## src/hdl/omb_pkg.sv

```systemverilog
// Shared types, codes and constants of the obstacle mask brush stamp.
package omb_pkg;

   localparam int DEF_GRID_WIDTH  = 256;
   localparam int DEF_GRID_HEIGHT = 128;
   localparam int WORD_BITS       = 32;
   localparam int SEL_W           = 5;
   localparam int REG_BRUSH_RADIUS = 0;
   localparam logic [7:0] RADIUS_RESET = 8'd5;

   typedef enum logic [2:0] {
      OP_DISK_SET     = 3'd0,
      OP_DISK_CLEAR   = 3'd1,
      OP_CAPSULE_SET  = 3'd2,
      OP_BORDER_SET   = 3'd3,
      OP_BORDER_CLEAR = 3'd4,
      OP_CLEAR_ALL    = 3'd5,
      OP_READ_CELL    = 3'd6,
      OP_NONE         = 3'd7
   } op_type;

   typedef enum logic [3:0] {
      ST_BOOT,
      ST_BOOT_WAIT,
      ST_IDLE,
      ST_PREP1,
      ST_PREP2,
      ST_SWEEP,
      ST_DRAIN,
      ST_READ,
      ST_READ_WAIT,
      ST_WIPE_GO,
      ST_WIPE_WAIT,
      ST_RESULT
   } ctrl_state_type;

   // Sideband that travels with one cell through the coverage pipeline.
   typedef struct packed {
      logic             valid;
      logic             flush;
      logic             last;
      logic [SEL_W-1:0] bit_sel;
   } cell_tag_type;

   // Per-command brush geometry, constant during a sweep.
   typedef struct packed {
      op_type      op;
      logic [7:0]  ax;
      logic [6:0]  ay;
      logic [7:0]  bx;
      logic [6:0]  by;
      logic [8:0]  dx;
      logic [8:0]  dy;
      logic [16:0] len2;
      logic [15:0] r2;
      logic [32:0] r2len2;
   } brush_type;

   typedef struct packed {
      logic             valid;
      logic [SEL_W-1:0] bit_sel;
   } rd_req_type;

   typedef struct packed {
      logic done;
      logic rd_bit;
   } map_status_type;

   function automatic logic op_sets(op_type op);
      logic v;
      v = 1'b0;
      case (op) inside
         OP_DISK_SET, OP_CAPSULE_SET, OP_BORDER_SET: v = 1'b1;
         default: v = 1'b0;
      endcase
      return v;
   endfunction

endpackage

```

## src/hdl/omb_cover.sv

```systemverilog
// Pipelined per-cell coverage test for disk, capsule and border shapes.
module omb_cover #(
   parameter int GRID_WIDTH  = omb_pkg::DEF_GRID_WIDTH,
   parameter int GRID_HEIGHT = omb_pkg::DEF_GRID_HEIGHT,
   parameter int AW          = 10
) (
   input  logic                            clock,
   input  logic                            reset,
   input  omb_pkg::brush_type              brush,
   input  omb_pkg::cell_tag_type           in_tag,
   input  logic [$clog2(GRID_WIDTH)-1:0]   in_x,
   input  logic [$clog2(GRID_HEIGHT)-1:0]  in_y,
   input  logic [AW-1:0]                   in_word,
   output omb_pkg::cell_tag_type           out_tag,
   output logic                            out_hit,
   output logic [AW-1:0]                   out_word
);
   import omb_pkg::*;

   localparam int XW = $clog2(GRID_WIDTH);
   localparam int YW = $clog2(GRID_HEIGHT);
   localparam int MW = (XW > YW) ? XW : YW;
   localparam int DW = ((MW > 8) ? MW : 8) + 1;
   localparam int PW = DW + 9;
   localparam int SW = 2 * DW + 1;
   localparam int TW = DW + 10;
   localparam int QW = 2 * TW;

   cell_tag_type tag_s1_ff, tag_s2_ff, tag_s3_ff, tag_s4_ff, tag_s5_ff;
   logic [AW-1:0] word_s1_ff, word_s2_ff, word_s3_ff, word_s4_ff, word_s5_ff;
   logic border_s1_ff, border_s2_ff, border_s3_ff, border_s4_ff;

   logic signed [DW-1:0] px_ff, py_ff, qx_ff, qy_ff;
   logic signed [2*DW-1:0] sq_px_ff, sq_py_ff, sq_qx_ff, sq_qy_ff;
   logic signed [PW-1:0] pxdx_ff, pydy_ff, pxdy_ff, pydx_ff;
   logic signed [SW-1:0] dp_ff, dq_ff;
   logic signed [TW-1:0] dot_ff;
   logic [TW-1:0] acr_ff;
   logic [QW-1:0] cr2_ff;
   logic le0_ff, ge_ff, dp_lt_ff, dq_lt_ff;
   logic hit_ff;

   logic signed [8:0] dxs, dys;
   logic signed [TW-1:0] cr_c;
   logic border_in, cr_lt, hit_in;

   assign dxs = $signed(brush.dx);
   assign dys = $signed(brush.dy);

   assign border_in = (in_x == '0) || (in_x == XW'(GRID_WIDTH - 1)) ||
                      (in_y == '0) || (in_y == YW'(GRID_HEIGHT - 1));

   assign cr_c = TW'(pxdy_ff) - TW'(pydx_ff);
   assign cr_lt = cr2_ff < QW'(brush.r2len2);

   always_comb begin
      hit_in = 1'b0;
      case (brush.op) inside
         OP_DISK_SET, OP_DISK_CLEAR: hit_in = dp_lt_ff;
         OP_CAPSULE_SET: begin
            if (brush.len2 == '0) hit_in = 1'b0;
            else if (le0_ff) hit_in = dp_lt_ff;
            else if (ge_ff) hit_in = dq_lt_ff;
            else hit_in = cr_lt;
         end
         OP_BORDER_SET, OP_BORDER_CLEAR: hit_in = border_s4_ff;
         default: hit_in = 1'b0;
      endcase
   end

   always_ff @(posedge clock) begin
      if (reset) begin
         tag_s1_ff <= '0;
         tag_s2_ff <= '0;
         tag_s3_ff <= '0;
         tag_s4_ff <= '0;
         tag_s5_ff <= '0;
      end else begin
         tag_s1_ff <= in_tag;
         tag_s2_ff <= tag_s1_ff;
         tag_s3_ff <= tag_s2_ff;
         tag_s4_ff <= tag_s3_ff;
         tag_s5_ff <= tag_s4_ff;
      end
   end

   always_ff @(posedge clock) begin
      // Offsets from both segment ends.
      word_s1_ff   <= in_word;
      border_s1_ff <= border_in;
      px_ff <= DW'(in_x) - DW'(brush.ax);
      py_ff <= DW'(in_y) - DW'(brush.ay);
      qx_ff <= DW'(in_x) - DW'(brush.bx);
      qy_ff <= DW'(in_y) - DW'(brush.by);
      // Products.
      word_s2_ff   <= word_s1_ff;
      border_s2_ff <= border_s1_ff;
      sq_px_ff <= (2*DW)'(px_ff) * (2*DW)'(px_ff);
      sq_py_ff <= (2*DW)'(py_ff) * (2*DW)'(py_ff);
      sq_qx_ff <= (2*DW)'(qx_ff) * (2*DW)'(qx_ff);
      sq_qy_ff <= (2*DW)'(qy_ff) * (2*DW)'(qy_ff);
      pxdx_ff  <= PW'(px_ff) * PW'(dxs);
      pydy_ff  <= PW'(py_ff) * PW'(dys);
      pxdy_ff  <= PW'(px_ff) * PW'(dys);
      pydx_ff  <= PW'(py_ff) * PW'(dxs);
      // Sums, projection and cross product magnitude.
      word_s3_ff   <= word_s2_ff;
      border_s3_ff <= border_s2_ff;
      dp_ff  <= SW'(sq_px_ff) + SW'(sq_py_ff);
      dq_ff  <= SW'(sq_qx_ff) + SW'(sq_qy_ff);
      dot_ff <= TW'(pxdx_ff) + TW'(pydy_ff);
      acr_ff <= cr_c[TW-1] ? $unsigned(-cr_c) : $unsigned(cr_c);
      // Square of the cross product and the region decisions.
      word_s4_ff   <= word_s3_ff;
      border_s4_ff <= border_s3_ff;
      cr2_ff   <= QW'(acr_ff) * QW'(acr_ff);
      le0_ff   <= dot_ff <= 0;
      ge_ff    <= dot_ff >= $signed(TW'(brush.len2));
      dp_lt_ff <= $unsigned(dp_ff) < SW'(brush.r2);
      dq_lt_ff <= $unsigned(dq_ff) < SW'(brush.r2);
      // Final hit.
      word_s5_ff <= word_s4_ff;
      hit_ff     <= hit_in;
   end

   assign out_tag  = tag_s5_ff;
   assign out_hit  = hit_ff;
   assign out_word = word_s5_ff;

endmodule

```

## config.mk

```make
export PLATFORM = sky130hd
export DESIGN_NAME = omb_cover
export DESIGN_NICKNAME = d
export VERILOG_FILES = /design/src/hdl/omb_pkg.sv /design/src/hdl/omb_cover.sv
export SDC_FILE = /design/constraint.sdc
export NUM_CORES = 2
export LEC_CHECK = 0
export BUFFER_PORTS_ARGS = -buffer_cell sky130_fd_sc_hd__buf_2
export CELL_PAD_IN_SITES_DETAIL_PLACEMENT = 1
export CELL_PAD_IN_SITES_GLOBAL_PLACEMENT = 1
export CORE_MARGIN = 2
export CORE_UTILIZATION = 40
export CTS_CLUSTER_DIAMETER = 30
export DETAILED_ROUTE_END_ITERATION = 10
export GPL_TIMING_DRIVEN = 0
export PLACE_DENSITY = 0.67
export SETUP_SLACK_MARGIN = 0.3
export SYNTH_ARGS = -nofsm -noshare
export SYNTH_HDL_FRONTEND = slang
export SYNTH_SLANG_ARGS = --single-unit
```

## constraint.sdc

```tcl
create_clock -name clock -period 7.4 [get_ports clock]
set_clock_uncertainty 0.05 [all_clocks]
set_input_delay 1.11 -clock clock [delete_from_list [all_inputs] [get_ports clock]]
set_output_delay 1.11 -clock clock [all_outputs]
set_load 0.1 [all_outputs]
```

Yosys cells after proc, flatten, opt, wreduce, memory -nomap -nowiden

Index checks and enable logic that the tools add are counted.

Register bits: 385
Output and inout port bits: 19
Word-level logic and storage cells: 97

Add/sub/neg operators: 9
Multipliers: 9
Order comparisons: 5
Equal/unequal tests: 6
Muxes and demuxes: 7
Reductions and logical operators: 9

Operator list:

| cell                | count |
|---|---|
| $mul 9x9->18        | 4 |
| $add 18x16->19      | 2 |
| $lt 19x16->1        | 2 |
| $lt 38x33->1        | 1 |
| $mul 19x19->38      | 1 |
| $mul 8x9->17        | 2 |
| $mul 8x8->16        | 2 |
| $add 18x17->19      | 1 |
| $ge 19x18->1        | 1 |
| $le 19x1->1 const B | 1 |
| $neg 19->19         | 1 |
| $sub 18x17->19      | 1 |
| $mux 18             | 1 |
| $sub 8x8->9         | 2 |
| $logic_not 17->1    | 1 |
| $sub 7x7->8         | 2 |
| $eq 8x8->1 const B  | 1 |
| $logic_not 8->1     | 1 |
| $eq 7x7->1 const B  | 1 |
| $logic_not 7->1     | 1 |
| $eq 3x2->1 const B  | 2 |
| $mux 1              | 6 |
| $reduce_or 2->1     | 2 |
| $eq 3x1->1 const B  | 1 |
| other kinds (3)     | 5 |

Depth between registers and ports, before layout

Depth in word-level cells: 6
Depth in mapped cells: 26

Least setup slack after synthesis

No wires, ideal clock.

Path type: reg2reg
Start: register acr_ff[7]
End: register cr2_ff[36]
Library setup time: 0.133 ns
Data arrival time: 6.235 ns
Path slack: 0.982 ns
Cell stages (with the launch flop): 25
Period minus slack after synthesis: 6.418 ns
Cell sequence: dfxtp_1 > clkbuf_1 > clkbuf_1 > nand2_1 > fa_1 > inv_1 > fa_1 > inv_1 > fa_1 > inv_1 > fa_1 > fa_1 > inv_1 > fa_1 > inv_1 > ha_1 > a21o_1 > a21o_1 > a21oi_1 > o21ai_1 > a2111oi_2 > nor3_1 > a2111oi_2 > o311ai_1 > xor2_1

Word-level cells in the longest chain between the ends: 1

Ends and longest elaborated chain:

| what                   | RTL line         | RTL |
|---|---|---|
| start, declared        | omb_cover.sv:38  | `logic [TW-1:0] acr_ff;` |
| start signal, assigned | omb_cover.sv:112 | `acr_ff <= cr_c[TW-1] ? $unsigned(-cr_c) : $unsigned(cr_c);` |
| $mul 19x19->38         | omb_cover.sv:116 | `cr2_ff <= QW'(acr_ff) * QW'(acr_ff);` |
| end signal, assigned   | omb_cover.sv:116 |  |
| end, declared          | omb_cover.sv:39  | `logic [QW-1:0] cr2_ff;` |

No other way between the ends.
A chain may end at the register's enable or synchronous reset.

Worst setup path in the final report

Start: register acr_ff[12]
End: register cr2_ff[32]

The elaborated chain is that of the path after synthesis.

==> results_dict.tcl <==
set metrics [dict create \
    outcome "finished, final reports clean" \
    synth_edf_count 0 \
    seq_area_um2 7630 \
    insertion_delay_ns 0.67 \
    synth_common_cells "1070 x inv_1, 725 x fa_1, 579 x ha_1" \
    antenna_left 0 \
    avgSynthCellArea_um2 9.54 \
    rsz0062_at_grt "false" \
    die_h_um 339 \
    multiInputGateArea_um2 33000 \
    slowest_delay_ns 0.56 \
    syn_area_um2 45000 \
    dp_slack_ns -0.577 \
    maxCapViolations 0 \
    critPathMaxFanout 10 \
    setup_violations 0 \
    syn_nets 6174 \
    cp_common_cell "fa_1" \
    yosysTopAreaCellShare_pct 32.3 \
    synth_seq_cells 380 \
    coreArea_um2 112000 \
    num_vias 31900 \
    clkTransAtPathRegs_ns 0.05 \
    gr-total-overflow 0 \
    gp_congestion 0.869 \
    drtIter0Drc 1177 \
    drcViolationCount 0 \
    min_period_ns 6.84 \
    root_buffer "clkbuf_16" \
    yosysMostFrequentCell "inv_1" \
    crit_path_cell_trace "clkbuf_8 > buf_6 > nand2_1 > fa_1 > inv_1 > fa_1 > inv_1 > fa_1 > inv_1 > fa_1 > fa_1 > inv_1 > fa_1 > inv_1 > ha_2 > a21o_1 > a21o_1 > a21oi_1 > o21ai_1 > a2111oi_4 > nor3_2 > a2111oi_4 > o21bai_1 > xor2_1" \
    nFillCells 12800 \
    slew_headroom_pct 31.3 \
    arrival_ns 7.35 \
    grt_pass1_wl_um 191000 \
    fmax_mhz 146 \
    ys_seq_area_share_pct 16.9 \
    fp.dieW_um 339 \
    dp_hpwl_um 97800 \
    cp_top_family "adder cells" \
    synth_ff_type "dfxtp_1" \
    final_core_util_pct 45.9 \
    post-synth-top-area-cell "fa_1" \
    required_ns 7.91 \
    start_util_pct 40.2 \
    stdcell_count 6563 \
    syn_inst 4718 \
    routed_wl_um 117000 \
    crit_buf_inv 7 \
    fin_ws_ns 0.562 \
    vias_per_cell 4.87 \
    grt_pass1_vias 36200 \
    rows 123 \
    dp_cells 6387 \
    async_flop_share_pct 0 \
    drtPass1Iterations 5 \
    antenna_cells 0 \
    worstSetupPathType "register to register" \
    fin_crit_sh_pct 92.4 \
    min_path_type "register to register" \
    final_layout_size_suffix_gt1_share_pct 8.33 \
    start_kind "register" \
    cts_buffers 97 \
    final_hold_viol_count 0 \
    grt_use_total_pct 21.0 \
    synth_area_leaders "fa_1 32%, dfxtp_1 17%, ha_1 16%" \
    finalNetCount 6443 \
    yosys_warnings 0 \
    die_area_um2 115000 \
    endpoint_kind "register" \
    ys_types 75 \
    wl_per_cell_um 17.8 \
    cts_buffer_depth 3 \
    area_growth_pct 14.3 \
    cts_tree "yes" \
    cp_slowest_cell "fa_1" \
    htreeDepth 3 \
    grt_max_degree 17 \
    cts_sinks 380 \
    antenna_found_initial 7 \
    io_pins 171 \
    drv_slew 0 \
    tightest_slew_ns 1.03 \
    port_buffers 169 \
]
sequential cells by signal, indices dropped and copies added, names as in the netlist, 17 cells and up:
| name | flops |
|---|---|
| sq_px_ff | 17 |
| acr_ff | 19 |
| dq_ff | 19 |
| cr2_ff | 37 |
| pydx_ff | 17 |
| pxdx_ff | 18 |
| pxdy_ff | 18 |
| dp_ff | 19 |
| pydy_ff | 17 |
| dot_ff | 19 |
| sq_qx_ff | 17 |
path summary, 6_finish.rpt:
| kind | from | to | slack (ns) | depth (start not counted) |
|---|---|---|---|---|
| max reg2reg | acr_ff[12] | cr2_ff[32] | 0.56 | 24 |
| min reg2reg | word_s3_ff[1] | word_s4_ff[1] | 0.23 | 0 |
| min | word_s3_ff[1] | word_s4_ff[1] | 0.23 | 0 |
| max | acr_ff[12] | cr2_ff[32] | 0.56 | 24 |
what timing repair did:
action                                  CTS  global route
resized for setup                        49            51
hold buffers                              0             0
setup buffers                             0             1
pin swaps                                 1             5
endpoints found under the setup margin   13             8
kinds of logic (layout without fill, tap and decap cells):
logic type | count (synthesis) | after routing | share of synthesized area (%)
fa+ha+maj | 1304 | 1304 | 48.4
buf+inv | 1181 | 1526 | 9.90
simple gates | 1106 | 1106 | 12.4
compound gates | 465 | 465 | 6.91
flops | 380 | 380 | 16.9
xor+xnor | 275 | 275 | 5.35
mux | 7 | 7 | 0.164
final cells by class:
| class | count | area share [%] |
|---|---|---|
| buffer | 111 | 1.07 |
| clock buffer | 120 | 5.18 |
| clock inverter | 55 | 1.58 |
| inverter | 1070 | 7.81 |
| multi-input combinational | 3157 | 64.2 |
| sequential | 380 | 14.8 |
| tap | 1500 | 3.65 |
| timing repair buffer | 170 | 1.66 |
through the flow:
stage | hold WS [ns] | TNS, ns | area [um^2]
floorplan | 0.260 | 0 | 45000
global placement | 0.260 | -2.86 | 47700
detailed placement | 0.263 | -2.87 | 47700
CTS | 0.229 | 0 | 51300
global route | 0.244 | 0 | 51400
finish | 0.234 | 0 | 51400
layout by cell type, fill, tap and decap left out, types with 8 or more instances in the layout:
| cell type | netlist | layout |
|---|---|---|
| a21boi_0 | 10 | 10 |
| a21o_1 | 84 | 84 |
| a21oi_1 | 139 | 138 |
| a31oi_1 | 15 | 15 |
| and2_1 | 283 | 283 |
| and3_1 | 12 | 12 |
| buf_2 | 4 | 173 |
| bufinv_16 | 0 | 13 |
| clkbuf_1 | 104 | 86 |
| clkbuf_16 | 0 | 97 |
| clkbuf_4 | 0 | 10 |
| clkbuf_8 | 0 | 18 |
| clkinv_2 | 0 | 10 |
| clkinv_4 | 0 | 9 |
| clkinvlp_4 | 0 | 8 |
| dfxtp_1 | 380 | 369 |
| fa_1 | 725 | 725 |
| ha_1 | 579 | 577 |
| inv_1 | 1070 | 1070 |
| inv_6 | 0 | 9 |
| nand2_1 | 363 | 363 |
| nand2b_1 | 66 | 66 |
| nand3_1 | 36 | 36 |
| nand4_1 | 12 | 12 |
| nor2_1 | 149 | 149 |
| nor2b_1 | 93 | 93 |
| nor3_1 | 42 | 41 |
| nor4_1 | 16 | 16 |
| o2111ai_1 | 11 | 11 |
| o211ai_1 | 8 | 8 |
| o21a_1 | 26 | 26 |
| o21ai_0 | 72 | 71 |
| o21ai_1 | 10 | 11 |
| o21bai_1 | 19 | 19 |
| o41ai_1 | 8 | 8 |
| or2_2 | 11 | 11 |
| xnor2_1 | 205 | 204 |
| xor2_1 | 70 | 70 |
worst register-to-register path, stage by stage, from the launching register on:
cell and delay, ns:
dfxtp_2 0.38, clkbuf_8 0.22, buf_6 0.18, nand2_1 0.13, fa_1 0.54, inv_1 0.06
fa_1 0.50, inv_1 0.06, fa_1 0.56, inv_1 0.06, fa_1 0.45, fa_1 0.50
inv_1 0.05, fa_1 0.48, inv_1 0.16, ha_2 0.34, a21o_1 0.19, a21o_1 0.18
a21oi_1 0.14, o21ai_1 0.14, a2111oi_4 0.36, nor3_2 0.14, a2111oi_4 0.43, o21bai_1 0.15
xor2_1 0.29
routing by layer:
| metal | wire length (um) | vias to the layer above | global-route usage, % |
|---|---|---|---|
| li1 | - | 15100 | - |
| met1 | 52700 | 16200 | 27.7 |
| met2 | 56000 | 561 | 35.8 |
| met3 | 5040 | 160 | 2.90 |
| met4 | 2970 | 2 | 6.05 |
| met5 | 9 | - | 0 |
Power is not shown: default switching activity piles up to over one toggle a cycle in this logic, so the estimate is an artifact.
