==> src/hdl/omb_pkg.sv <==
// Shared types, codes and constants of the obstacle mask brush stamp.
package omb_pkg;

   localparam int DEF_GRID_WIDTH  = 256;
   localparam int DEF_GRID_HEIGHT = 128;
   localparam int WORD_BITS       = 32;
   localparam int SEL_W           = 5;
   localparam int REG_BRUSH_RADIUS = 0;
   localparam logic [7:0] RADIUS_RESET = 8'd5;

   typedef enum logic [2:0] {
      OP_DISK_SET     = 3'd0,
      OP_DISK_CLEAR   = 3'd1,
      OP_CAPSULE_SET  = 3'd2,
      OP_BORDER_SET   = 3'd3,
      OP_BORDER_CLEAR = 3'd4,
      OP_CLEAR_ALL    = 3'd5,
      OP_READ_CELL    = 3'd6,
      OP_NONE         = 3'd7
   } op_type;

   typedef enum logic [3:0] {
      ST_BOOT,
      ST_BOOT_WAIT,
      ST_IDLE,
      ST_PREP1,
      ST_PREP2,
      ST_SWEEP,
      ST_DRAIN,
      ST_READ,
      ST_READ_WAIT,
      ST_WIPE_GO,
      ST_WIPE_WAIT,
      ST_RESULT
   } ctrl_state_type;

   // Sideband that travels with one cell through the coverage pipeline.
   typedef struct packed {
      logic             valid;
      logic             flush;
      logic             last;
      logic [SEL_W-1:0] bit_sel;
   } cell_tag_type;

   // Per-command brush geometry, constant during a sweep.
   typedef struct packed {
      op_type      op;
      logic [7:0]  ax;
      logic [6:0]  ay;
      logic [7:0]  bx;
      logic [6:0]  by;
      logic [8:0]  dx;
      logic [8:0]  dy;
      logic [16:0] len2;
      logic [15:0] r2;
      logic [32:0] r2len2;
   } brush_type;

   typedef struct packed {
      logic             valid;
      logic [SEL_W-1:0] bit_sel;
   } rd_req_type;

   typedef struct packed {
      logic done;
      logic rd_bit;
   } map_status_type;

   function automatic logic op_sets(op_type op);
      logic v;
      v = 1'b0;
      case (op) inside
         OP_DISK_SET, OP_CAPSULE_SET, OP_BORDER_SET: v = 1'b1;
         default: v = 1'b0;
      endcase
      return v;
   endfunction

endpackage

==> src/hdl/omb_ctrl.sv <==
// Command sequencer: captures commands, prepares brush geometry, walks the cells.
module omb_ctrl #(
   parameter int GRID_WIDTH  = omb_pkg::DEF_GRID_WIDTH,
   parameter int GRID_HEIGHT = omb_pkg::DEF_GRID_HEIGHT,
   parameter int AW          = 10
) (
   input  logic                            clock,
   input  logic                            reset,
   input  logic [7:0]                      radius,
   input  logic                            req_valid,
   output logic                            req_ready,
   input  logic [2:0]                      req_operation,
   input  logic [7:0]                      req_start_x,
   input  logic [6:0]                      req_start_y,
   input  logic [7:0]                      req_end_x,
   input  logic [6:0]                      req_end_y,
   output logic                            rsp_valid,
   input  logic                            rsp_ready,
   output logic                            rsp_cell_value,
   output omb_pkg::brush_type              brush,
   output omb_pkg::cell_tag_type           cell_tag,
   output logic [$clog2(GRID_WIDTH)-1:0]   cell_x,
   output logic [$clog2(GRID_HEIGHT)-1:0]  cell_y,
   output logic [AW-1:0]                   cell_word,
   output logic                            wipe_start,
   output omb_pkg::rd_req_type             rd_req,
   output logic [AW-1:0]                   rd_addr,
   input  omb_pkg::map_status_type         map_status
);
   import omb_pkg::*;

   localparam int XW    = $clog2(GRID_WIDTH);
   localparam int YW    = $clog2(GRID_HEIGHT);
   localparam int CW    = $clog2(GRID_WIDTH * GRID_HEIGHT);
   localparam int IXW   = ((CW > 20) ? CW : 20) + 1;

   ctrl_state_type state_ff, state_in;
   op_type         op_ff, op_in;
   logic [7:0]     ax_ff, ax_in, bx_ff, bx_in;
   logic [6:0]     ay_ff, ay_in, by_ff, by_in;
   logic           inrange_ff, inrange_in;
   logic [15:0]    r2_ff, r2_in;
   logic [16:0]    len2_ff, len2_in;
   logic [32:0]    r2len2_ff, r2len2_in;
   logic [IXW-1:0] idx_ff, idx_in;
   logic [XW-1:0]  x_ff, x_in;
   logic [YW-1:0]  y_ff, y_in;
   logic [AW-1:0]  word_ff, word_in;
   logic [SEL_W-1:0] sel_ff, sel_in;
   logic           res_ff, res_in;
   logic           rsp_valid_ff, rsp_valid_in;
   logic           rsp_value_ff, rsp_value_in;

   logic [8:0]        dx_c, dy_c;
   logic signed [8:0] dxs, dys;
   logic              x_end, last_cell, flush;

   assign dx_c = {1'b0, bx_ff} - {1'b0, ax_ff};
   assign dy_c = {2'b0, by_ff} - {2'b0, ay_ff};
   assign dxs  = $signed(dx_c);
   assign dys  = $signed(dy_c);

   assign x_end     = x_ff == XW'(GRID_WIDTH - 1);
   assign last_cell = x_end && (y_ff == YW'(GRID_HEIGHT - 1));
   assign flush     = (sel_ff == SEL_W'(WORD_BITS - 1)) || last_cell;

   always_comb begin
      state_in     = state_ff;
      op_in        = op_ff;
      ax_in        = ax_ff;
      ay_in        = ay_ff;
      bx_in        = bx_ff;
      by_in        = by_ff;
      inrange_in   = inrange_ff;
      r2_in        = r2_ff;
      len2_in      = len2_ff;
      r2len2_in    = r2len2_ff;
      idx_in       = idx_ff;
      x_in         = x_ff;
      y_in         = y_ff;
      word_in      = word_ff;
      sel_in       = sel_ff;
      res_in       = res_ff;
      rsp_valid_in = rsp_valid_ff && !rsp_ready;
      rsp_value_in = rsp_value_ff;
      req_ready    = 1'b0;
      wipe_start   = 1'b0;
      rd_req       = '0;
      cell_tag     = '0;

      unique case (state_ff)
         ST_BOOT: begin
            wipe_start = 1'b1;
            state_in   = ST_BOOT_WAIT;
         end
         ST_BOOT_WAIT: begin
            if (map_status.done) state_in = ST_IDLE;
         end
         ST_IDLE: begin
            req_ready = 1'b1;
            if (req_valid) begin
               op_in      = op_type'(req_operation);
               ax_in      = req_start_x;
               ay_in      = req_start_y;
               bx_in      = req_end_x;
               by_in      = req_end_y;
               inrange_in = (32'(req_start_x) < 32'(GRID_WIDTH)) &&
                            (32'(req_start_y) < 32'(GRID_HEIGHT));
               res_in     = 1'b0;
               case (op_type'(req_operation))
                  OP_CLEAR_ALL: state_in = ST_WIPE_GO;
                  OP_NONE:      state_in = ST_RESULT;
                  default:      state_in = ST_PREP1;
               endcase
            end
         end
         ST_PREP1: begin
            r2_in    = 16'(radius) * 16'(radius);
            len2_in  = 17'(dxs * dxs) + 17'(dys * dys);
            idx_in   = IXW'(ay_ff) * IXW'(GRID_WIDTH) + IXW'(ax_ff);
            state_in = ST_PREP2;
         end
         ST_PREP2: begin
            r2len2_in = 33'(r2_ff) * 33'(len2_ff);
            x_in      = '0;
            y_in      = '0;
            word_in   = '0;
            sel_in    = '0;
            if (op_ff == OP_READ_CELL) begin
               state_in = inrange_ff ? ST_READ : ST_RESULT;
            end else begin
               state_in = ST_SWEEP;
            end
         end
         ST_SWEEP: begin
            cell_tag.valid   = 1'b1;
            cell_tag.flush   = flush;
            cell_tag.last    = last_cell;
            cell_tag.bit_sel = sel_ff;
            sel_in = sel_ff + 1'b1;
            if (flush) word_in = word_ff + 1'b1;
            if (x_end) begin
               x_in = '0;
               y_in = y_ff + 1'b1;
            end else begin
               x_in = x_ff + 1'b1;
            end
            if (last_cell) state_in = ST_DRAIN;
         end
         ST_DRAIN: begin
            if (map_status.done) state_in = ST_RESULT;
         end
         ST_READ: begin
            rd_req.valid   = 1'b1;
            rd_req.bit_sel = idx_ff[SEL_W-1:0];
            state_in       = ST_READ_WAIT;
         end
         ST_READ_WAIT: begin
            res_in   = map_status.rd_bit;
            state_in = ST_RESULT;
         end
         ST_WIPE_GO: begin
            wipe_start = 1'b1;
            state_in   = ST_WIPE_WAIT;
         end
         ST_WIPE_WAIT: begin
            if (map_status.done) state_in = ST_RESULT;
         end
         ST_RESULT: begin
            if (!rsp_valid_ff || rsp_ready) begin
               rsp_valid_in = 1'b1;
               rsp_value_in = res_ff;
               state_in     = ST_IDLE;
            end
         end
         default: state_in = ST_BOOT;
      endcase
   end

   always_ff @(posedge clock) begin
      if (reset) begin
         state_ff     <= ST_BOOT;
         rsp_valid_ff <= 1'b0;
      end else begin
         state_ff     <= state_in;
         rsp_valid_ff <= rsp_valid_in;
      end
   end

   always_ff @(posedge clock) begin
      op_ff        <= op_in;
      ax_ff        <= ax_in;
      ay_ff        <= ay_in;
      bx_ff        <= bx_in;
      by_ff        <= by_in;
      inrange_ff   <= inrange_in;
      r2_ff        <= r2_in;
      len2_ff      <= len2_in;
      r2len2_ff    <= r2len2_in;
      idx_ff       <= idx_in;
      x_ff         <= x_in;
      y_ff         <= y_in;
      word_ff      <= word_in;
      sel_ff       <= sel_in;
      res_ff       <= res_in;
      rsp_value_ff <= rsp_value_in;
   end

   assign brush.op     = op_ff;
   assign brush.ax     = ax_ff;
   assign brush.ay     = ay_ff;
   assign brush.bx     = bx_ff;
   assign brush.by     = by_ff;
   assign brush.dx     = dx_c;
   assign brush.dy     = dy_c;
   assign brush.len2   = len2_ff;
   assign brush.r2     = r2_ff;
   assign brush.r2len2 = r2len2_ff;

   assign cell_x    = x_ff;
   assign cell_y    = y_ff;
   assign cell_word = word_ff;
   assign rd_addr   = AW'(idx_ff >> SEL_W);

   assign rsp_valid      = rsp_valid_ff;
   assign rsp_cell_value = rsp_value_ff;

endmodule

==> config.mk <==
export PLATFORM = sky130hd
export DESIGN_NAME = omb_ctrl
export DESIGN_NICKNAME = d
export VERILOG_FILES = /design/src/hdl/omb_pkg.sv /design/src/hdl/omb_ctrl.sv
export SDC_FILE = /design/constraint.sdc
export NUM_CORES = 1
export LEC_CHECK = 0
export BUFFER_PORTS_ARGS = -buffer_cell sky130_fd_sc_hd__buf_2
export CAP_MARGIN = 10
export CORE_MARGIN = 5
export CORE_UTILIZATION = 60
export DETAILED_ROUTE_END_ITERATION = 7
export PLACE_DENSITY_LB_ADDON = 0.12
export REMOVE_ABC_BUFFERS = 1
export SLEW_MARGIN = 20
export SYNTH_ARGS = -nofsm -noshare
export SYNTH_HDL_FRONTEND = slang
export SYNTH_SLANG_ARGS = --single-unit
==> constraint.sdc <==
create_clock -name clock -period 12 [get_ports clock]
set_input_delay 0.6 -clock clock [delete_from_list [all_inputs] [get_ports clock]]
set_output_delay 0.6 -clock clock [all_outputs]
set_load 0.02 [all_outputs]
Word level (Yosys, flattened, before mapping)

Cells that the tools add are included.

Register bits: 151
Logic and storage cells: 93
Output and inout bits: 170
Bits of input ports: 47

$add $sub $neg: 8
Reductions and logical operators: 17
$mul: 4
Mux-type cells: 23
Eq/ne operators: 24

Operator list:

| cell                                          | count |
|---|---|
| case mux 4 bit (11 select lines)              | 1 |
| multiplier 16 x 17 -> 33 bit                  | 1 |
| multiplier 8 x 8 -> 16 bit                    | 2 |
| two-way mux 4 bit                             | 5 |
| case mux 10 bit (2 select lines)              | 1 |
| adder 17 x 16 -> 17 bit                       | 1 |
| multiplier 9 x 9 -> 17 bit                    | 1 |
| == test 4 x 3 -> 1 bit, second input constant | 4 |
| == test 4 bit, second input constant          | 4 |
| two-way mux 8 bit                             | 2 |
| case mux 8 bit (2 select lines)               | 1 |
| adder 15 x 8 -> 15 bit                        | 1 |
| case mux 7 bit (2 select lines)               | 1 |
| != test 2 bit, second input constant          | 6 |
| adder 10 x 1 -> 10 bit, second input constant | 1 |
| two-way mux 10 bit                            | 1 |
| case mux 5 bit (2 select lines)               | 1 |
| AND reduction 2 bit                           | 5 |
| == test 3 bit, second input constant          | 3 |
| subtractor 8 x 8 -> 9 bit                     | 1 |
| adder 8 x 1 -> 8 bit, second input constant   | 1 |
| == test 4 x 2 -> 1 bit, second input constant | 2 |
| == test 8 bit, second input constant          | 1 |
| case mux 4 bit (2 select lines)               | 1 |
| other kinds (19)                              | 28 |

Logic depth before layout (Yosys ltp)

Gate-level depths: netlist of the first run.

Word-level depth: 5
Mapped depth: 31
Mapped depth without buffers: 31

Worst setup path after synthesis of the first run

No wires, ideal clock.

Path type: register -> register
From: register ay_ff[1]
To: register len2_ff[14], data pin
Buffers on the path: 1
Clock period less this slack: 7167 ps
Stages on the path, launching flop included: 29
Required time: 11742 ps
Data arrival time: 6909 ps
Path slack: 4833 ps
Setup time: 258 ps
Path through: edfxtp_1 -> inv_1 -> ha_1 -> nor2b_1 -> o21ai_0 -> a21boi_0 -> o21ai_0 -> a21boi_0 -> o21ai_0 -> nand2b_1 -> clkbuf_1 -> clkinv_1 -> nand2_1 -> fa_1 -> inv_1 -> fa_1 -> fa_1 -> fa_1 -> fa_1 -> inv_1 -> fa_1 -> inv_1 -> ha_1 -> a21boi_0 -> o21ai_0 -> a21oi_1 -> a41oi_1 -> nor2b_1 -> xnor2_1

RTL lines:

| item                     | line            | RTL |
|---|---|---|
| start: declaration       | omb_ctrl.sv:40  | `logic [6:0] ay_ff, ay_in, by_ff, by_in;` |
| start signal: assignment | omb_ctrl.sv:193 | `ay_ff <= ay_in;` |
| end signal: assignment   | omb_ctrl.sv:198 | `len2_ff <= len2_in;` |
| end: declaration         | omb_ctrl.sv:43  | `logic [16:0] len2_ff, len2_in;` |

Worst setup path in the final report of the first run

From: register ay_ff[1]
To: register len2_ff[14], data pin

Word-level cells in the longest chain between the ends: 3

RTL lines:

| item                       | line            | RTL |
|---|---|---|
| subtractor 7 x 7 -> 8 bit  | omb_ctrl.sv:59  | `assign dy_c = {2'b0, by_ff} - {2'b0, ay_ff};` |
| multiplier 8 x 8 -> 16 bit | omb_ctrl.sv:119 | `len2_in = 17'(dxs * dxs) + 17'(dys * dys);` |
| adder 17 x 16 -> 17 bit    | omb_ctrl.sv:119 |  |

Every way passes these cells.
A chain may end at the register's enable or synchronous reset.

==> results of run 1 <==
## worst max-delay path: stages (launching register included)
cell and delay (ns):
sky130_fd_sc_hd__edfxtp_1 0.44, sky130_fd_sc_hd__inv_1 0.11, sky130_fd_sc_hd__ha_1 0.28, sky130_fd_sc_hd__nor2b_1 0.11, sky130_fd_sc_hd__o21ai_0 0.11, sky130_fd_sc_hd__a21boi_0 0.23
sky130_fd_sc_hd__o21ai_0 0.14, sky130_fd_sc_hd__a21boi_0 0.20, sky130_fd_sc_hd__o21ai_0 0.11, sky130_fd_sc_hd__nand2b_1 0.27, sky130_fd_sc_hd__clkinv_1 0.49, sky130_fd_sc_hd__nand2_1 0.59
sky130_fd_sc_hd__fa_1 0.50, sky130_fd_sc_hd__inv_1 0.08, sky130_fd_sc_hd__fa_1 0.44, sky130_fd_sc_hd__fa_1 0.59, sky130_fd_sc_hd__fa_1 0.44, sky130_fd_sc_hd__fa_1 0.49
sky130_fd_sc_hd__inv_1 0.05, sky130_fd_sc_hd__fa_1 0.47, sky130_fd_sc_hd__inv_1 0.04, sky130_fd_sc_hd__ha_1 0.29, sky130_fd_sc_hd__a21boi_0 0.28, sky130_fd_sc_hd__o21ai_0 0.17
sky130_fd_sc_hd__a21oi_1 0.24, sky130_fd_sc_hd__a41oi_1 0.20, sky130_fd_sc_hd__nor2b_1 0.19, sky130_fd_sc_hd__xnor2_1 0.12
## stage by stage
stage	instance area, µm²	utilization [%]	worst slack, ns
floorplan	20800	-	4.26
CTS	23100	66.7	3.74
global route	23100	66.7	3.43
finish	23100	66.7	4.06
detailed placement	22500	64.9	3.77
global placement	22500	64.9	4.03
## cells by family after synthesis
family                     Yosys count  synth area share [%]
DFF                                150                  21.1
muxes                                4                 0.195
adders and majority gates          568                  46.2
buffers and inverters              529                  9.60
and+or+nand+nor                    606                  13.6
xor gates and xnor gates           100                  4.14
AOI/OAI and AO/OA                  165                  5.22
other                                2                0.0355
## layer usage
layer | up-vias | track usage, %
li1 | 6890 | -
met1 | 7546 | 32.6
met2 | 520 | 45.8
met3 | 105 | 6.21
met4 | 0 | 9.23
met5 | - | 0
## final cells by class
class / count / area [µm²] / area share (%)
multi-input combinational: 1446 / 14700 / 63.5
inverter: 456 / 1710 / 7.39
clock inverter: 14 / 176 / 0.762
timing repair buffer: 219 / 1110 / 4.78
sequential: 150 / 4450 / 19.2
tap: 455 / 569 / 2.46
clock buffer: 18 / 439 / 1.90
## state kept, by name, summed over array words and instances, names as in the netlist, 8 cells and up
signal	cells
ax_ff	8
bx_ff	8
cell_word	10
r2_ff	15
len2_ff	17
idx_ff	15
r2len2_ff	33
cell_x	8
## cell usage in the layout (no fill, tap or decap), types with 25 or more instances in the layout
master                       n
sky130_fd_sc_hd__nor2_1    118
sky130_fd_sc_hd__inv_1     454
sky130_fd_sc_hd__a21oi_1    51
sky130_fd_sc_hd__o21ai_0    30
sky130_fd_sc_hd__buf_2     215
sky130_fd_sc_hd__xnor2_1    74
sky130_fd_sc_hd__ha_1      214
sky130_fd_sc_hd__and2_1    140
sky130_fd_sc_hd__edfxtp_1  145
sky130_fd_sc_hd__fa_1      354
sky130_fd_sc_hd__xor2_1     26
sky130_fd_sc_hd__nand3_1    25
sky130_fd_sc_hd__nand2_1   232
## final timing paths
| path | endpoint | slack (ns) | depth (start not counted) |
|---|---|---|---|
| max reg2reg | len2_ff[14] | 4.06 | 27 |
| min | bx_ff[4] | 0.32 | 1 |
| max | len2_ff[14] | 4.06 | 27 |
| min reg2reg | rsp_cell_value | 0.44 | 0 |
==> out/results.txt, run 1 <==
Source of the critical timing path -> ay_ff[1]
Clock tree from TritonCTS -> yes
Cell at the root of the clock tree -> sky130_fd_sc_hd__clkbuf_16
Clock period minus worst slack -> 7.94 ns
Via total after detailed routing -> 15061
DRC marker count from the first detailed-route iteration -> 742
Remaining antenna violation count after routing -> 0
Worst Path Required -> 12.20 ns
Ys async rst share -> 0%
Number of max-cap violations -> 0
Biggest fanout along the worst timing path -> 14
Setup Viol. Count Final -> 0
CP startpoint kind -> flop
Class of the tightest hold or removal check -> in2reg
Die height -> 198 µm
Seq/Total Area, Yosys -> 21.1%
Cell count after synthesis -> 2124
Status -> complete, no violations
Antenna cells -> 0
Mapped cell area -> 0.0212 mm²
DR top layer -> met4
Effective utilization at floorplan -> 60.9%
Routed length on met3 -> 3710 µm
Average vias per placed instance -> 5.46
Core region area -> 0.0347 mm²
Number of antenna violations at the first check in global routing -> 0
Fraction of final layout cells with drive strength greater than 1 -> 12.1%
Unrepaired setup endpoints after global routing -> no
Startpoint of the worst hold path -> req_end_x[4]
Area of the die -> 0.0391 mm²
WL met1 -> 19100 µm
First-pass GRT wire length -> 82200 µm
Peak clock frequency supported by timing -> 0.126 GHz
Routed wire length -> 49500 µm
Number of fill cells -> 2816
Dominant cell by count in the synthesized netlist -> sky130_fd_sc_hd__inv_1
Drt drc -> 0
Beginning of the worst register-to-register path -> ay_ff[1]
Post-synthesis sequential element count -> 150
Relative slew margins -> 29.7%
Length of the first detailed-routing pass in iterations -> 7
Total number of yosys warnings -> 0
Final Cycle Share -> 66.2%
Top-area cell type share of the netlist area -> 33.5%
PostCTS Resize Cnt -> 0
Number of buffers inserted to repair setup after CTS -> 0
Instance count after placement with tap cells included -> 2726
Top-level I/O count -> 217
Largest net degree at the start of global routing -> 48
Signal arrival time at the worst endpoint -> 8.15 ns
Clock latency on the worst-skew pair -> 0.46 ns
Dpl hpwl -> 39000 µm
Worst hold-check slack -> 0.317 ns
Crit path capture type -> flop
Total congestion overflow -> 0
Length of routed met2 wiring -> 25000 µm
Detail-routed net length per standard cell -> 17.9 µm
Total CTS buffers -> 17
Post-synthesis area per instance -> 9.96 µm²
CTS hold repair buffers -> 0
Largest clock skew in the final design -> 0.0141 ns
Leading register cell type out of synthesis -> sky130_fd_sc_hd__edfxtp_1
Aggregate global-route resource usage -> 26.4%
Distinct cell type count of the synthesized netlist -> 62
Routability congestion estimate from global placement -> 0.879
Max-slew violation count -> 0
Longest Clk Path Bufs -> 2
Number of global-route vias before repair -> 16307
Die span in x -> 198 µm
Category of the most critical setup path -> reg2reg
Number of enable flip-flop cells after synthesis -> 145
Synthesis-to-finish area growth -> 9.43%
Number of buffers inserted by port buffering -> 215
Cell taking the most area after synthesis -> sky130_fd_sc_hd__fa_1
Final Hold Viols -> 0
Maximum level of the CTS H-tree -> 4
Sinks on the clock net -> 150
Final net count -> 2905
Post-Route Setup TNS -> 0 ns
Non-filler cells in the finished layout -> 2758
Worst Tran Pin Value -> 1.05 ns
Leading cell types by total area after synthesis -> sky130_fd_sc_hd__fa_1, sky130_fd_sc_hd__edfxtp_1, sky130_fd_sc_hd__ha_1
Most common library cells after synthesis -> sky130_fd_sc_hd__inv_1, sky130_fd_sc_hd__fa_1, sky130_fd_sc_hd__nand2_1
Number of rows created at floorplan -> 68
CTS clock-pin slew for the worst setup and hold paths -> 0.07 ns
Power of run 1 is left out: the tool's default activity adds up to more than one toggle a clock period on the data nets, which glitch-free logic cannot reach.
==> run 2: changes to the inputs <==
- ABC_AREA: not set -> 1
- CORE_UTILIZATION: 60 -> 56
- clock period: 12 -> 6.5 ns (I/O delays scaled with it)
==> run 2 against run 1 <==
Effect of this change:
- first-iteration DRC count is 41% higher
- count of clock-buffer cells in the layout stayed put
- routed wire length is 6.7% higher
- area after synthesis is 4.3% higher
- via count is 12% higher
- worst hold slack worse by 0.27 ns
- cell area is 8.2% higher
- utilization is 2.1 points lower
- die area is 11% higher
- sequential share of layout area is 1.5 points lower
==> out/results.txt, run 2 <==
Seq/Total Area, Yosys -> 20.2%
Largest register by flop count -> r2len2_ff
Post-synthesis sequential element count -> 150
Most common library cells after synthesis -> sky130_fd_sc_hd__inv_1, sky130_fd_sc_hd__nand2_1, sky130_fd_sc_hd__fa_1
Final net count -> 3404
Sinks on the clock net -> 150
Number of enable flip-flop cells after synthesis -> 145
Top Registers -> r2len2_ff (33), len2_ff (17)
Mapped cell area -> 0.0221 mm²
Largest clock skew in the final design -> 0.0195 ns
Final Cycle Share -> 97.9%
Core region area -> 0.0388 mm²
Non-filler cells in the finished layout -> 3320
Area taken by flip-flops and latches -> 0.00445 mm²
Leading register cell type out of synthesis -> sky130_fd_sc_hd__edfxtp_1
Biggest fanout along the worst timing path -> 4
Dominant cell by count in the synthesized netlist -> sky130_fd_sc_hd__inv_1
Most frequent cells in the layout -> sky130_fd_sc_hd__inv_1, sky130_fd_sc_hd__nand2_1, sky130_fd_sc_hd__fa_1, sky130_fd_sc_hd__buf_2, sky130_fd_sc_hd__ha_1
Area of combinational cells with multiple inputs -> 0.0151 mm²
Cell taking the most area after synthesis -> sky130_fd_sc_hd__fa_1
Max-slew violation count -> 0
DRC marker count from the first detailed-route iteration -> 1048
CP startpoint kind -> flop
Maximum level of the CTS H-tree -> 4
Top-area cell type share of the netlist area -> 32.1%
Routability congestion estimate from global placement -> 0.895
Total congestion overflow -> 0
Cell count after synthesis -> 2554
Leading cell types by total area after synthesis -> sky130_fd_sc_hd__fa_1, sky130_fd_sc_hd__edfxtp_1, sky130_fd_sc_hd__ha_1
Antenna cells -> 0
Fraction of final layout cells with drive strength greater than 1 -> 15.4%
Number of antenna violations at the first check in global routing -> 0
Crit-path max cell delay -> 0.57 ns
Worst Path Required -> 6.70 ns
Total number of yosys warnings -> 0
Crit path capture type -> flop
Drt drc -> 0
Clock tree from TritonCTS -> yes
CTS clock-pin slew for the worst setup and hold paths -> 0.07 ns
Final setup margin -> 0.133 ns
Signal arrival time at the worst endpoint -> 6.57 ns
Longest Clk Path Bufs -> 2
Die height -> 208 µm
Worst Tran Pin Value -> 0.914 ns
Remaining antenna violation count after routing -> 0
Status -> complete, no violations
Pre-CTS worst setup slack -> -0.0548 ns
Number of rows created at floorplan -> 72
Number of fill cells -> 3352
CTS hold repair buffers -> 0
Peak clock frequency supported by timing -> 0.157 GHz
Cell at the root of the clock tree -> sky130_fd_sc_hd__clkbuf_16
Total CTS buffers -> 17
First-pass GRT wire length -> 86700 µm
Leading cell type in the layout, fill and taps excluded -> sky130_fd_sc_hd__inv_1
Instance count after placement with tap cells included -> 3263
Effective utilization at floorplan -> 56.8%
Library cell contributing the largest single delay on the critical path -> sky130_fd_sc_hd__fa_1
Average vias per placed instance -> 5.08
Distinct cell type count of the synthesized netlist -> 47
R2R Setup Slk -> 0.13 ns
Largest net degree at the start of global routing -> 48
Number of max-cap violations -> 0
Most common cell type on the critical path -> sky130_fd_sc_hd__fa_1
Post-detailed-placement cell area -> 0.0238 mm²
Clock period minus worst slack -> 6.37 ns
Via total after detailed routing -> 16858
Number of buffers inserted by port buffering -> 215
Post-synthesis area per instance -> 8.64 µm²
Number of global-route vias before repair -> 17392
Category of the most critical setup path -> reg2reg
Routed wire length -> 52800 µm
Relative slew margins -> 39.1%
Finished Cell Area -> 0.0251 mm²
Dpl hpwl -> 43400 µm
Ys async rst share -> 0%
Top-level I/O count -> 217
Class of the tightest hold or removal check -> in2reg
Die span in x -> 208 µm
Final Hold Viols -> 0
Length of the first detailed-routing pass in iterations -> 5
Detail-routed net length per standard cell -> 15.9 µm
Number of flip-flops under the largest register name -> 33
Setup Viol. Count Final -> 0
Area of the die -> 0.0435 mm²
Synthesis-to-finish area growth -> 13.6%
Aggregate global-route resource usage -> 24.5%
Unrepaired setup endpoints after global routing -> yes
Clock latency on the worst-skew pair -> 0.46 ns
## run 2: cell types whose count changed in the layout (fill, tap and decap cells not counted), moves of 14 or more
cell	change
sky130_fd_sc_hd__nand2_1	+305
sky130_fd_sc_hd__inv_1	+225
sky130_fd_sc_hd__and2_1	-140
sky130_fd_sc_hd__buf_4	+66
sky130_fd_sc_hd__xnor2_1	-56
sky130_fd_sc_hd__nand3_1	+47
sky130_fd_sc_hd__nor2_1	+31
sky130_fd_sc_hd__nand2_2	+21
sky130_fd_sc_hd__nor2_2	+17
sky130_fd_sc_hd__nor2b_1	-15
sky130_fd_sc_hd__xor2_1	+14
## run 2: logic make-up after synthesis
family | synth area share (%)
compound gates | 3.82
fa+ha+maj | 44.3
buf+inv | 13.5
xor+xnor | 2.60
simple gates | 15.6
flops | 20.2
other cells | 0.0340
## run 2: metrics by stage
stage | util (%) | hold WS, ns | setup TNS (ns)
final | 64.5 | 0.0473 | 0
after global routing | 64.5 | 0.0262 | -0.546
after CTS | 63.0 | 0.0289 | 0
after detailed placement | 61.3 | 0.406 | -0.0951
after global placement | 61.3 | 0.405 | 0
after floorplan | - | 0.394 | -0.475
## run 2: final timing paths
check | from | endpoint | cells after the start
min reg2reg | res_ff | rsp_cell_value | 0
min | req_start_y[5] | ay_ff[5] | 1
max | bx_ff[0] | len2_ff[16] | 33
max reg2reg | bx_ff[0] | len2_ff[16] | 33
## run 2: layout make-up
cell class | instances | area share (%)
multi-input cells | 1635 | 60.2
repair inverters | 1 | 0.0449
clock inverters | 14 | 0.594
inverters | 696 | 10.5
well taps | 518 | 2.59
clock buffers | 18 | 1.71
flip-flops and latches | 150 | 17.8
repair buffers | 288 | 6.60
## run 2: critical path: cells and delay by family, from the launching register on
kind                       cells  cell delay [ns]
adders and majority gates      9             3.73
buffers and inverters          7             0.61
DFF                            1             0.38
and+or+nand+nor               17             1.38
## run 2: timing repair
item                       4_1_cts  5_1_grt
pin swaps                        0       43
cloned                           0        2
setup endpoints to repair        3        9
gates resized for setup         11      101
setup buffers                    0       23
## run 2: metal layers
metal	wire length (µm)	global-route usage (%)	part of all wire, %
met4	1020	5.57	1.9
met2	26700	42.9	51
met1	21800	32.3	41
met5	0	0	0
met3	3260	4.23	6.2
Power of run 2 is left out for the same reason.
==> run 3: changes to the inputs <==
- CELL_PAD_IN_SITES_DETAIL_PLACEMENT: not set -> 1
- CELL_PAD_IN_SITES_GLOBAL_PLACEMENT: not set -> 2
- CORE_MARGIN: 5 -> 10
- CORE_UTILIZATION: 56 -> 34
==> run 3 against run 2 <==
Effect of this change:
- worst hold slack gained 0.0068 ns
- routed wire length grew 20%
- clock skew grew 0.0064 ns
- sequential share of layout area shrank 0.47 points
- highest routed layer unchanged
==> out/results.txt, run 3 (synthesized netlist as in run 2, its figures left out) <==
Number of buffers inserted by port buffering -> 215
Post-detailed-placement cell area -> 0.0244 mm²
Most frequent cells in the layout -> sky130_fd_sc_hd__inv_1, sky130_fd_sc_hd__nand2_1, sky130_fd_sc_hd__fa_1, sky130_fd_sc_hd__buf_2, sky130_fd_sc_hd__ha_1
Clock period minus worst slack -> 6.37 ns
Effective utilization at floorplan -> 34.3%
Remaining antenna violation count after routing -> 0
Final Hold Viols -> 0
Synthesis-to-finish area growth -> 16.7%
Number of rows created at floorplan -> 93
Drt drc -> 0
Max-slew violation count -> 0
Leading cell type in the layout, fill and taps excluded -> sky130_fd_sc_hd__inv_1
Crit-path max cell delay -> 0.59 ns
Area of the die -> 0.0755 mm²
Core region area -> 0.0643 mm²
Longest Clk Path Bufs -> 2
Crit path capture type -> flop
Category of the most critical setup path -> reg2reg
Sinks on the clock net -> 150
Library cell contributing the largest single delay on the critical path -> sky130_fd_sc_hd__fa_1
Worst Tran Pin Value -> 0.979 ns
Antenna cells -> 0
Total CTS buffers -> 17
Largest net degree at the start of global routing -> 48
Via total after detailed routing -> 16923
Non-filler cells in the finished layout -> 3695
Largest register by flop count -> r2len2_ff
Instance count after placement with tap cells included -> 3620
Source of the critical timing path -> bx_ff[0]
Fraction of final layout cells with drive strength greater than 1 -> 14.8%
Unrepaired setup endpoints after global routing -> yes
Relative slew margins -> 34.6%
Peak clock frequency supported by timing -> 0.157 GHz
Detail-routed net length per standard cell -> 17.2 µm
Setup crit end -> len2_ff[13]
CP startpoint kind -> flop
Signal arrival time at the worst endpoint -> 6.59 ns
Largest clock skew in the final design -> 0.0258 ns
Total congestion overflow -> 0
Beginning of the worst register-to-register path -> bx_ff[0]
Number of max-cap violations -> 0
Post-layout utilization of the core -> 40.0%
Final setup margin -> 0.129 ns
Clock tree from TritonCTS -> yes
DRC marker count from the first detailed-route iteration -> 562
Aggregate global-route resource usage -> 17.3%
Clock latency on the worst-skew pair -> 0.49 ns
Routability congestion estimate from global placement -> 0.826
Worst Path Required -> 6.72 ns
Class of the tightest hold or removal check -> in2reg
Average vias per placed instance -> 4.58
Die span in x -> 275 µm
Number of antenna violations at the first check in global routing -> 0
Final Cycle Share -> 98.0%
Number of global-route vias before repair -> 19449
Cell at the root of the clock tree -> sky130_fd_sc_hd__clkbuf_16
Dpl hpwl -> 54500 µm
R2r endpoint -> len2_ff[13]
Routed wire length -> 63400 µm
Worst r2r path cells -> 33
Final net count -> 3442
CTS clock-pin slew for the worst setup and hold paths -> 0.08 ns
First-pass GRT wire length -> 103000 µm
Top-level I/O count -> 217
Die height -> 275 µm
Pre-CTS worst setup slack -> -0.110 ns
Status -> complete, no violations
R2R Setup Slk -> 0.13 ns
Top Registers -> r2len2_ff (33), len2_ff (17)
Biggest fanout along the worst timing path -> 8
Maximum level of the CTS H-tree -> 4
Length of the first detailed-routing pass in iterations -> 4
Setup Viol. Count Final -> 0
Number of flip-flops under the largest register name -> 33
Finished Cell Area -> 0.0257 mm²
-- run 3: cell count changes in the layout (fill, tap and decap cells not counted), moves of 3 or more --
cell                            before  now
sky130_fd_sc_hd__dlygate4sd3_1       0   32
sky130_fd_sc_hd__buf_4              70   78
sky130_fd_sc_hd__nand2_1           537  543
sky130_fd_sc_hd__nor2_1            149  155
sky130_fd_sc_hd__nand2_2            23   18
sky130_fd_sc_hd__inv_1             679  682
sky130_fd_sc_hd__inv_4               3    0
sky130_fd_sc_hd__nor2_2             17   14
sky130_fd_sc_hd__nor2_4              9    6
-- run 3: worst min-delay path by stage --
stage | start | endpoint | slack, ns | cells after the start
4_1_cts | req_operation[2] | op_ff[2] | 0.001 | 1
3_5_place_dp | res_ff | rsp_cell_value | 0.42 | 0
5_1_grt | req_operation[2] | op_ff[2] | 0.02 | 1
2_1_floorplan | reset | rsp_valid | 0.39 | 1
3_3_place_gp | res_ff | rsp_cell_value | 0.41 | 0
6_report | req_operation[2] | op_ff[2] | 0.05 | 1
-- run 3: per-stage QoR --
step / TNS (ns) / hold slack, ns
after detailed placement: -0.216 / 0.424
after global routing: -1.29 / 0.0165
after global placement: 0 / 0.415
final: 0 / 0.0540
after floorplan: -0.475 / 0.394
after CTS: 0 / 0.00142
-- run 3: layout make-up --
type	instances	area, µm²
Timing Repair Buffer	328	2020
Clock inverter	15	178
Sequential cell	150	4450
Multi-Input combinational cell	1634	15000
Clock buffer	17	425
Inverter	696	2630
Tap cell	855	1070
Fill cell	7638	38600
-- run 3: worst max-delay path: cells and delay by family (launching register included) --
family	cells	cell delay [ns]
compound gates	1	0.17
xor+xnor	1	0.06
fa+ha+maj	9	3.88
buf+inv	7	0.48
flops	1	0.39
simple gates	15	1.12
-- run 3: timing repair --
| action | 4_1_cts | 5_1_grt |
|---|---|---|
| endpoints found under the hold margin | 32 | 0 |
| pin swaps | 1 | 38 |
| endpoints found under the setup margin | 6 | 10 |
| hold buffers | 32 | 0 |
| buffers inserted | 1 | 10 |
| resized for setup | 12 | 71 |
-- run 3: per-layer routing --
layer | GRT usage, % | wire, µm | up-vias
li1 | - | - | 8107
met1 | 21.1 | 27800 | 8590
met2 | 31.4 | 33000 | 168
met3 | 2.43 | 1620 | 58
met4 | 4.48 | 1050 | 0
met5 | 0 | 0 | -
Power of run 3 is left out for the same reason.
